$ cat src/design/pmara_pkg.sv
// shared types and constants of the resample accumulator
package pmara_pkg;

    localparam int COLOR_SUM_W  = 48;
    localparam int ALPHA_SUM_W  = 40;
    localparam int WEIGHT_SUM_W = 32;
    localparam int WA_W         = 25;
    localparam int PROD_W       = 34;
    localparam int DIV_STEPS    = 8;
    localparam int STEP_W       = 3;
    localparam logic [STEP_W-1:0] STEP_LAST = STEP_W'(DIV_STEPS - 1);
    localparam logic [1:0] SEL_LAST = 2'd3;

    typedef struct packed {
        logic [7:0]         src_red;
        logic [7:0]         src_green;
        logic [7:0]         src_blue;
        logic [7:0]         src_alpha;
        logic signed [15:0] tap_weight;
        logic               last_tap;
    } pix_in_t;

    typedef struct packed {
        logic [7:0] out_red;
        logic [7:0] out_green;
        logic [7:0] out_blue;
        logic [7:0] out_alpha;
    } pix_out_t;

    typedef enum logic [3:0] {
        ST_IDLE,
        ST_MUL_A,
        ST_MUL_C,
        ST_ACCUM,
        ST_DIV_LOAD,
        ST_DIV_CHECK,
        ST_DIV_STEP,
        ST_DIV_ROUND,
        ST_HOLD
    } pmara_state_t;

    typedef enum logic [1:0] {
        FORCE_NONE,
        FORCE_ZERO,
        FORCE_MAX
    } pmara_force_t;

    typedef struct packed {
        logic       load_in;
        logic       mul_a;
        logic       mul_c;
        logic       accum;
        logic       div_load;
        logic       div_check;
        logic       div_step;
        logic       div_round;
        logic [1:0] div_sel;
        logic       out_load;
        logic       clear_sums;
    } pmara_cmd_t;

    typedef struct packed {
        logic last_tap;
    } pmara_status_t;

endpackage

$ cat src/design/pmara_dp.sv
// datapath: products, saturating sums and the shared serial divider
module pmara_dp (
    input  logic                   aclk,
    input  pmara_pkg::pix_in_t     in_data,
    input  pmara_pkg::pmara_cmd_t  cmd,
    output pmara_pkg::pmara_status_t status,
    output pmara_pkg::pix_out_t    out_data
);

    pmara_pkg::pix_in_t in_reg;
    logic signed [pmara_pkg::WA_W-1:0]   wa_reg;
    logic signed [pmara_pkg::PROD_W-1:0] pr_reg, pg_reg, pb_reg;
    logic signed [pmara_pkg::COLOR_SUM_W-1:0]  red_sum_reg, green_sum_reg, blue_sum_reg;
    logic signed [pmara_pkg::ALPHA_SUM_W-1:0]  alpha_sum_reg;
    logic signed [pmara_pkg::WEIGHT_SUM_W-1:0] weight_sum_reg;

    logic [47:0] num_mag_reg;
    logic [39:0] den_mag_reg;
    logic [47:0] rem_reg;
    logic [47:0] dsh_reg;
    logic [7:0]  q_reg;
    pmara_pkg::pmara_force_t force_reg;
    logic [7:0]  res_reg [4];
    pmara_pkg::pix_out_t out_reg;

    logic signed [48:0] red_next, green_next, blue_next;
    logic signed [40:0] alpha_next;
    logic signed [32:0] weight_next;
    logic signed [48:0] div_num;
    logic signed [40:0] div_den;
    logic signed [48:0] nn;
    logic signed [40:0] dn;
    pmara_pkg::pmara_force_t force_next;
    logic [48:0] lim;
    logic [48:0] twice_rem;
    logic        round_up;
    logic [7:0]  res_next;

    localparam logic signed [48:0] C_HI = 49'sh0_7FFF_FFFF_FFFF;
    localparam logic signed [48:0] C_LO = -C_HI - 49'sd1;
    localparam logic signed [40:0] A_HI = 41'sh0_7F_FFFF_FFFF;
    localparam logic signed [40:0] A_LO = -A_HI - 41'sd1;
    localparam logic signed [32:0] W_HI = 33'sh0_7FFF_FFFF;
    localparam logic signed [32:0] W_LO = -W_HI - 33'sd1;

    assign status.last_tap = in_reg.last_tap;
    assign out_data = out_reg;

    always_comb begin
        red_next    = 49'(red_sum_reg) + 49'(pr_reg);
        green_next  = 49'(green_sum_reg) + 49'(pg_reg);
        blue_next   = 49'(blue_sum_reg) + 49'(pb_reg);
        alpha_next  = 41'(alpha_sum_reg) + 41'(wa_reg);
        weight_next = 33'(weight_sum_reg) + 33'(in_reg.tap_weight);
    end

    // operand select and sign normalization
    always_comb begin
        if (cmd.div_sel == pmara_pkg::SEL_LAST) begin
            div_num = 49'(alpha_sum_reg);
            div_den = 41'(weight_sum_reg);
        end else begin
            div_den = 41'(alpha_sum_reg);
            case (cmd.div_sel)
                2'd0:    div_num = 49'(red_sum_reg);
                2'd1:    div_num = 49'(green_sum_reg);
                default: div_num = 49'(blue_sum_reg);
            endcase
        end
        nn = (div_den < 0) ? -div_num : div_num;
        dn = (div_den < 0) ? -div_den : div_den;
        if (div_den == 41'sd0) begin
            force_next = (div_num > 0) ? pmara_pkg::FORCE_MAX : pmara_pkg::FORCE_ZERO;
        end else if (nn <= 0) begin
            force_next = pmara_pkg::FORCE_ZERO;
        end else begin
            force_next = pmara_pkg::FORCE_NONE;
        end
    end

    always_comb begin
        lim       = {1'b0, den_mag_reg, 8'b0} - {9'b0, den_mag_reg};
        twice_rem = {rem_reg, 1'b0};
        round_up  = (twice_rem > {9'b0, den_mag_reg})
                 || ((twice_rem == {9'b0, den_mag_reg}) && q_reg[0]);
        case (force_reg)
            pmara_pkg::FORCE_NONE: res_next = q_reg + {7'b0, round_up};
            pmara_pkg::FORCE_MAX:  res_next = 8'hFF;
            default:               res_next = 8'h00;
        endcase
    end

    always_ff @(posedge aclk) begin
        if (cmd.load_in) begin
            in_reg <= in_data;
        end
        if (cmd.mul_a) begin
            wa_reg <= in_reg.tap_weight * $signed({1'b0, in_reg.src_alpha});
        end
        if (cmd.mul_c) begin
            pr_reg <= wa_reg * $signed({1'b0, in_reg.src_red});
            pg_reg <= wa_reg * $signed({1'b0, in_reg.src_green});
            pb_reg <= wa_reg * $signed({1'b0, in_reg.src_blue});
        end
        if (cmd.clear_sums) begin
            red_sum_reg    <= '0;
            green_sum_reg  <= '0;
            blue_sum_reg   <= '0;
            alpha_sum_reg  <= '0;
            weight_sum_reg <= '0;
        end else if (cmd.accum) begin
            red_sum_reg <= (red_next > C_HI) ? C_HI[47:0] :
                           (red_next < C_LO) ? C_LO[47:0] : red_next[47:0];
            green_sum_reg <= (green_next > C_HI) ? C_HI[47:0] :
                             (green_next < C_LO) ? C_LO[47:0] : green_next[47:0];
            blue_sum_reg <= (blue_next > C_HI) ? C_HI[47:0] :
                            (blue_next < C_LO) ? C_LO[47:0] : blue_next[47:0];
            alpha_sum_reg <= (alpha_next > A_HI) ? A_HI[39:0] :
                             (alpha_next < A_LO) ? A_LO[39:0] : alpha_next[39:0];
            weight_sum_reg <= (weight_next > W_HI) ? W_HI[31:0] :
                              (weight_next < W_LO) ? W_LO[31:0] : weight_next[31:0];
        end
        if (cmd.div_load) begin
            num_mag_reg <= nn[47:0];
            den_mag_reg <= dn[39:0];
            force_reg   <= force_next;
        end
        if (cmd.div_check) begin
            // quotient of 255 or more saturates
            if (force_reg == pmara_pkg::FORCE_NONE && {1'b0, num_mag_reg} >= lim) begin
                force_reg <= pmara_pkg::FORCE_MAX;
            end
            rem_reg <= num_mag_reg;
            dsh_reg <= {1'b0, den_mag_reg, 7'b0};
            q_reg   <= '0;
        end
        if (cmd.div_step) begin
            if (rem_reg >= dsh_reg) begin
                rem_reg <= rem_reg - dsh_reg;
                q_reg   <= {q_reg[6:0], 1'b1};
            end else begin
                q_reg   <= {q_reg[6:0], 1'b0};
            end
            dsh_reg <= {1'b0, dsh_reg[47:1]};
        end
        if (cmd.div_round) begin
            res_reg[cmd.div_sel] <= res_next;
        end
        if (cmd.out_load) begin
            out_reg.out_red   <= res_reg[0];
            out_reg.out_green <= res_reg[1];
            out_reg.out_blue  <= res_reg[2];
            out_reg.out_alpha <= res_reg[3];
        end
    end

endmodule

$ cat src/design/pmara_ctrl.sv
// controller: sequences accumulation, four divisions and the result handshake
module pmara_ctrl (
    input  logic                    aclk,
    input  logic                    aresetn,
    input  logic                    s_valid,
    output logic                    s_ready,
    output logic                    m_valid,
    input  logic                    m_ready,
    input  pmara_pkg::pmara_status_t status,
    output pmara_pkg::pmara_cmd_t   cmd
);

    pmara_pkg::pmara_state_t state_reg, state_next;
    logic [1:0] sel_reg, sel_next;
    logic [pmara_pkg::STEP_W-1:0] step_reg, step_next;
    logic m_valid_reg, m_valid_next;
    logic out_free;

    assign out_free = !m_valid_reg || m_ready;
    assign m_valid  = m_valid_reg;
    assign s_ready  = (state_reg == pmara_pkg::ST_IDLE);

    always_comb begin
        state_next = state_reg;
        sel_next   = sel_reg;
        step_next  = step_reg;
        case (state_reg)
            pmara_pkg::ST_IDLE: begin
                if (s_valid) state_next = pmara_pkg::ST_MUL_A;
            end
            pmara_pkg::ST_MUL_A: state_next = pmara_pkg::ST_MUL_C;
            pmara_pkg::ST_MUL_C: state_next = pmara_pkg::ST_ACCUM;
            pmara_pkg::ST_ACCUM: begin
                sel_next   = '0;
                state_next = status.last_tap ? pmara_pkg::ST_DIV_LOAD : pmara_pkg::ST_IDLE;
            end
            pmara_pkg::ST_DIV_LOAD: state_next = pmara_pkg::ST_DIV_CHECK;
            pmara_pkg::ST_DIV_CHECK: begin
                step_next  = '0;
                state_next = pmara_pkg::ST_DIV_STEP;
            end
            pmara_pkg::ST_DIV_STEP: begin
                step_next = step_reg + 1'b1;
                if (step_reg == pmara_pkg::STEP_LAST) state_next = pmara_pkg::ST_DIV_ROUND;
            end
            pmara_pkg::ST_DIV_ROUND: begin
                if (sel_reg == pmara_pkg::SEL_LAST) begin
                    state_next = pmara_pkg::ST_HOLD;
                end else begin
                    sel_next   = sel_reg + 1'b1;
                    state_next = pmara_pkg::ST_DIV_LOAD;
                end
            end
            pmara_pkg::ST_HOLD: begin
                if (out_free) state_next = pmara_pkg::ST_IDLE;
            end
            default: state_next = pmara_pkg::ST_IDLE;
        endcase
    end

    always_comb begin
        cmd            = '0;
        cmd.div_sel    = sel_reg;
        cmd.load_in    = (state_reg == pmara_pkg::ST_IDLE) && s_valid;
        cmd.mul_a      = (state_reg == pmara_pkg::ST_MUL_A);
        cmd.mul_c      = (state_reg == pmara_pkg::ST_MUL_C);
        cmd.accum      = (state_reg == pmara_pkg::ST_ACCUM);
        cmd.div_load   = (state_reg == pmara_pkg::ST_DIV_LOAD);
        cmd.div_check  = (state_reg == pmara_pkg::ST_DIV_CHECK);
        cmd.div_step   = (state_reg == pmara_pkg::ST_DIV_STEP);
        cmd.div_round  = (state_reg == pmara_pkg::ST_DIV_ROUND);
        cmd.out_load   = (state_reg == pmara_pkg::ST_HOLD) && out_free;
        // sums clear after each pixel and while reset is held
        cmd.clear_sums = cmd.out_load || !aresetn;
    end

    always_comb begin
        m_valid_next = m_valid_reg;
        if (m_valid_reg && m_ready) m_valid_next = 1'b0;
        if (cmd.out_load) m_valid_next = 1'b1;
    end

    always_ff @(posedge aclk) begin
        if (!aresetn) begin
            state_reg   <= pmara_pkg::ST_IDLE;
            sel_reg     <= '0;
            step_reg    <= '0;
            m_valid_reg <= 1'b0;
        end else begin
            state_reg   <= state_next;
            sel_reg     <= sel_next;
            step_reg    <= step_next;
            m_valid_reg <= m_valid_next;
        end
    end

endmodule

$ cat src/design/premultiplied_alpha_resample_accum_unit.sv
// Resampling accumulator for straight-alpha RGBA taps with premultiplied sums.
// Input channel s_: one tap per transfer (color, alpha, signed weight with
// 14 fraction bits, last-tap mark). Result channel m_: one RGBA pixel per run.
// Each tap passes from transfer to the next s_ready through a weight*alpha
// multiply, three color multiplies, then the saturating sum update.
// On the last tap the sums feed one shared restoring divider that produces one
// quotient bit a cycle: per channel a load, a saturation check, 8 steps and a
// rounding step for each of the four quotients in turn, then the pixel is
// loaded into the output register.
// The output register frees the divider: while a pixel waits for m_ready the
// block keeps accepting taps; only a following last tap waits for the output
// register to empty before its pixel is loaded and its sums are cleared.
// Reset (aresetn low, synchronous) returns the controller to idle, drops
// m_valid and clears all sums; the sums are also cleared after each pixel.
module premultiplied_alpha_resample_accum_unit (
    input  logic                aclk,
    input  logic                aresetn,
    input  logic                s_valid,
    output logic                s_ready,
    input  pmara_pkg::pix_in_t  s_data,
    output logic                m_valid,
    input  logic                m_ready,
    output pmara_pkg::pix_out_t m_data
);

    pmara_pkg::pmara_cmd_t    cmd;
    pmara_pkg::pmara_status_t status;

    pmara_ctrl u_ctrl (
        .aclk    (aclk),
        .aresetn (aresetn),
        .s_valid (s_valid),
        .s_ready (s_ready),
        .m_valid (m_valid),
        .m_ready (m_ready),
        .status  (status),
        .cmd     (cmd)
    );

    pmara_dp u_dp (
        .aclk     (aclk),
        .in_data  (s_data),
        .cmd      (cmd),
        .status   (status),
        .out_data (m_data)
    );

endmodule

$ cat config.mk
export PLATFORM = sky130hd
export DESIGN_NAME = premultiplied_alpha_resample_accum_unit
export DESIGN_NICKNAME = d
export VERILOG_FILES = /design/src/design/pmara_pkg.sv /design/src/design/pmara_dp.sv /design/src/design/pmara_ctrl.sv /design/src/design/premultiplied_alpha_resample_accum_unit.sv
export SDC_FILE = /design/constraint.sdc
export NUM_CORES = 2
export LEC_CHECK = 0
export BUFFER_PORTS_ARGS = -buffer_cell sky130_fd_sc_hd__buf_2
export CORE_ASPECT_RATIO = 2
export CORE_UTILIZATION = 65
export DETAILED_ROUTE_END_ITERATION = 8
export PLACE_DENSITY = 0.84
export SYNTH_ARGS = -nofsm -noshare
export SYNTH_HDL_FRONTEND = slang
export SYNTH_SLANG_ARGS = --single-unit
$ cat constraint.sdc
create_clock -name aclk -period 16.6 [get_ports aclk]
set_input_delay 0.83 -clock aclk [delete_from_list [all_inputs] [get_ports aclk]]
set_output_delay 0.83 -clock aclk [all_outputs]
set_load 0.005 [all_outputs]
==> summary.json <==
{
  "clock_network": {
    "cts_inserted_buffers": 66,
    "cts_htree_levels": 3,
    "clock-root-buffer": "sky130_fd_sc_hd__clkbuf_16",
    "post_cts.repair.setup_buffers": 0,
    "number_of_buffers_inserted_for_hold_repair_after_clock_tree_synthesis": 0,
    "cts_buffer_depth": 3,
    "clk_pin_slew_ns": 0.08,
    "clock_sinks": 659,
    "post_cts.resized_instances": 0,
    "clock_latency_ns": 0.70,
    "tritoncts": "yes"
  },
  "synthesis": {
    "post-synth-top-count-cell": "sky130_fd_sc_hd__inv_1",
    "ys.warnings.count": 0,
    "synthesis.area_um2": 70400,
    "synth-edff-count": 383,
    "ys_top_cells_by_area": "sky130_fd_sc_hd__fa_1 16%, sky130_fd_sc_hd__edfxtp_1 16%, sky130_fd_sc_hd__ha_1 12%",
    "synth_nets": 9199,
    "synth_top_area_cell": "sky130_fd_sc_hd__fa_1",
    "synth_sequential_area_ratio_pct": 24.2,
    "post_synth_most_frequent_cells": "949 x sky130_fd_sc_hd__inv_1, 679 x sky130_fd_sc_hd__nand2_1, 647 x sky130_fd_sc_hd__ha_1",
    "synth_flop_cell": "sky130_fd_sc_hd__edfxtp_1",
    "avgSynthCellArea_um2": 8.88,
    "synthesis.instances": 7923,
    "netlist-cell-type-count": 98,
    "ys_async_sr_fraction_pct": 0,
    "synth_seq_cells": 659,
    "synth.top_cell.area_share_pct": 16.4
  },
  "setup_path": {
    "cp_num_buf_inv": 3,
    "critPathMaxStageDelay_ns": 1.00,
    "worst_path_dominant_cell_family": "compound AO/OA/AOI/OAI gates",
    "worst_setup_path_start_kind": "flop",
    "slowest_stage": "sky130_fd_sc_hd__edfxtp_1",
    "critical_path_arrival_ns": 7.16,
    "crit_path_max_fanout": 25,
    "critical_path.cell_chain": "nand2_1 > fa_1 > inv_1 > fa_1 > inv_1 > fa_1 > inv_1 > fa_1 > ha_1 > a21o_1 > a21oi_1 > o21bai_1 > a21oi_1 > a21oi_1 > o41a_1 > a221oi_1 > o211ai_1 > o41a_1 > a21o_1 > a21oi_1 > xnor2_1",
    "timing.setup.critical_path_class": "reg -> reg",
    "worst-r2r-setup-slack_ns": 9.88,
    "crit_path_end_kind": "flop",
    "crit_required_ns": 17.04
  },
  "floorplanning": {
    "area_inside_the_core_boundary_um2": 107000,
    "area_of_the_die_um2": 110000,
    "start_util_pct": 65.5,
    "rows": 170,
    "die_span_in_x_um": 235,
    "die_height_um": 467,
    "boundaryPins": 87
  },
  "final_layout": {
    "synthToLayoutAreaGrowth_pct": 5.33,
    "finalNetCount": 9092,
    "postLayoutCoreUtil_pct": 69.0,
    "fraction_of_layout_instances_using_a_drive_strength_above_1_pct": 4.35,
    "number_of_fill_cells": 8266
  },
  "routing": {
    "vias_per_cell": 6.43,
    "remaining_drc_errors": 0,
    "totalWireLength_mm": 210,
    "drtIter0Drc": 4402,
    "routed_wire_length_per_instance_um": 22.7,
    "postRouteAntennaNets": 0,
    "drt_first_pass_iters": 9,
    "routed-via-count": 59400
  },
  "sta": {
    "worst_slew_pin_slew_ns": 1.38,
    "achievable_clock_frequency_mhz": 149,
    "worst_slack_ns": 9.88,
    "slew_limit_headroom_pct": 7.34,
    "report.final.slew_viol_count": 0,
    "fin_setup_tns_ns": 0,
    "finalCritPeriodShare_pct": 40.5,
    "hold_viol_final": 0,
    "grt_setup_unrepaired": "false",
    "setup_violations": 0,
    "clock-skew-final_ns": 0.0277,
    "timing.final.crit_period_ns": 6.72
  },
  "global_routing": {
    "pin_count_of_the_biggest_net_entering_global_routing": 165,
    "vias_in_the_first_global_route": 61600,
    "antenna_found_initial": 6,
    "globalRoute.totalOverflow": 0,
    "grt_pass1_wl_mm": 328,
    "overall_fraction_of_global_route_tracks_in_use_pct": 38.4
  },
  "placed_design": {
    "dp_worst_setup_slack_ns": 9.93,
    "routabilityCongestion": 1.10,
    "buffer_ports.inserted": 86,
    "detailed_place_hpwl_mm": 160
  },
  "status": {
    "run_status": "completed"
  },
  "worst_hold_path": {
    "hold_path_class": "in -> reg"
  },
  "job": {
    "max_cap_violations": 0
  }
}
## cell type report
class | count | area (um2) | area share [%]
clock inverters | 43 | 508 | 0.685
diodes | 5 | 12.5 | 0.0169
clock buffers | 79 | 1770 | 2.39
repair buffers | 153 | 946 | 1.28
inverters | 949 | 3560 | 4.81
multi-input cells | 5987 | 48600 | 65.5
well taps | 1376 | 1720 | 2.32
flip-flops and latches | 659 | 17000 | 23.0
## cells in the final DEF (no fill, tap or decap), types with 226 or more instances in the layout
cell,instances
sky130_fd_sc_hd__inv_1,947
sky130_fd_sc_hd__xnor2_1,284
sky130_fd_sc_hd__nor2_1,398
sky130_fd_sc_hd__dfxtp_1,276
sky130_fd_sc_hd__a21oi_1,631
sky130_fd_sc_hd__o21ai_0,485
sky130_fd_sc_hd__and2_1,490
sky130_fd_sc_hd__a21o_1,226
sky130_fd_sc_hd__fa_1,576
sky130_fd_sc_hd__nand2_1,679
sky130_fd_sc_hd__edfxtp_1,383
sky130_fd_sc_hd__ha_1,644
## metrics by stage
stage	instance area [um2]	std cells	hold WS [ns]
3_3_place_gp	71800	9124	0.401
5_1_grt	74100	9247	0.302
4_1_cts	74100	9246	0.282
2_1_floorplan	70400	7923	0.400
6_report	74100	9251	0.304
3_5_place_dp	71800	9124	0.405
## kinds of logic after synthesis
logic type / share of synthesized area, %
xor+xnor: 5.71
simple gates: 15.6
mux: 0.615
flops: 24.2
fa+ha+maj: 29.6
buf+inv: 6.95
compound gates: 17.3
## routing by layer
layer	up-vias	GRT usage, %	routed length, um
met5	-	0	46
met4	6	35.1	22000
met3	1013	6.12	12900
met2	2563	68.5	106000
met1	28900	38.3	69200
li1	27000	-	-
## worst register-to-register path, stage by stage (launching register included)
cell                       delay (ns)
sky130_fd_sc_hd__edfxtp_1        1.00
sky130_fd_sc_hd__nand2_1         0.19
sky130_fd_sc_hd__fa_1            0.58
sky130_fd_sc_hd__inv_1           0.05
sky130_fd_sc_hd__fa_1            0.49
sky130_fd_sc_hd__inv_1           0.05
sky130_fd_sc_hd__fa_1            0.47
sky130_fd_sc_hd__inv_1           0.05
sky130_fd_sc_hd__fa_1            0.48
sky130_fd_sc_hd__ha_1            0.37
sky130_fd_sc_hd__a21o_1          0.18
sky130_fd_sc_hd__a21oi_1         0.24
sky130_fd_sc_hd__o21bai_1        0.10
sky130_fd_sc_hd__a21oi_1         0.16
sky130_fd_sc_hd__a21oi_1         0.12
sky130_fd_sc_hd__o41a_1          0.39
sky130_fd_sc_hd__a221oi_1        0.52
sky130_fd_sc_hd__o211ai_1        0.22
sky130_fd_sc_hd__o41a_1          0.38
sky130_fd_sc_hd__a21o_1          0.19
sky130_fd_sc_hd__a21oi_1         0.17
sky130_fd_sc_hd__xnor2_1         0.07
## final timing paths
path                           start               to  cells past startpoint
setup reg to reg     u_dp.in_reg[35]  u_dp.pg_reg[33]                     21
hold / removal            s_data[27]  u_dp.in_reg[27]                      1
setup / recovery     u_dp.in_reg[35]  u_dp.pg_reg[33]                     21
hold reg to reg   u_dp.res_reg[0][2]       m_data[26]                      0
Power is left out: the tool's default activity adds up to more than one toggle a clock period on the data nets, which glitch-free logic cannot reach.
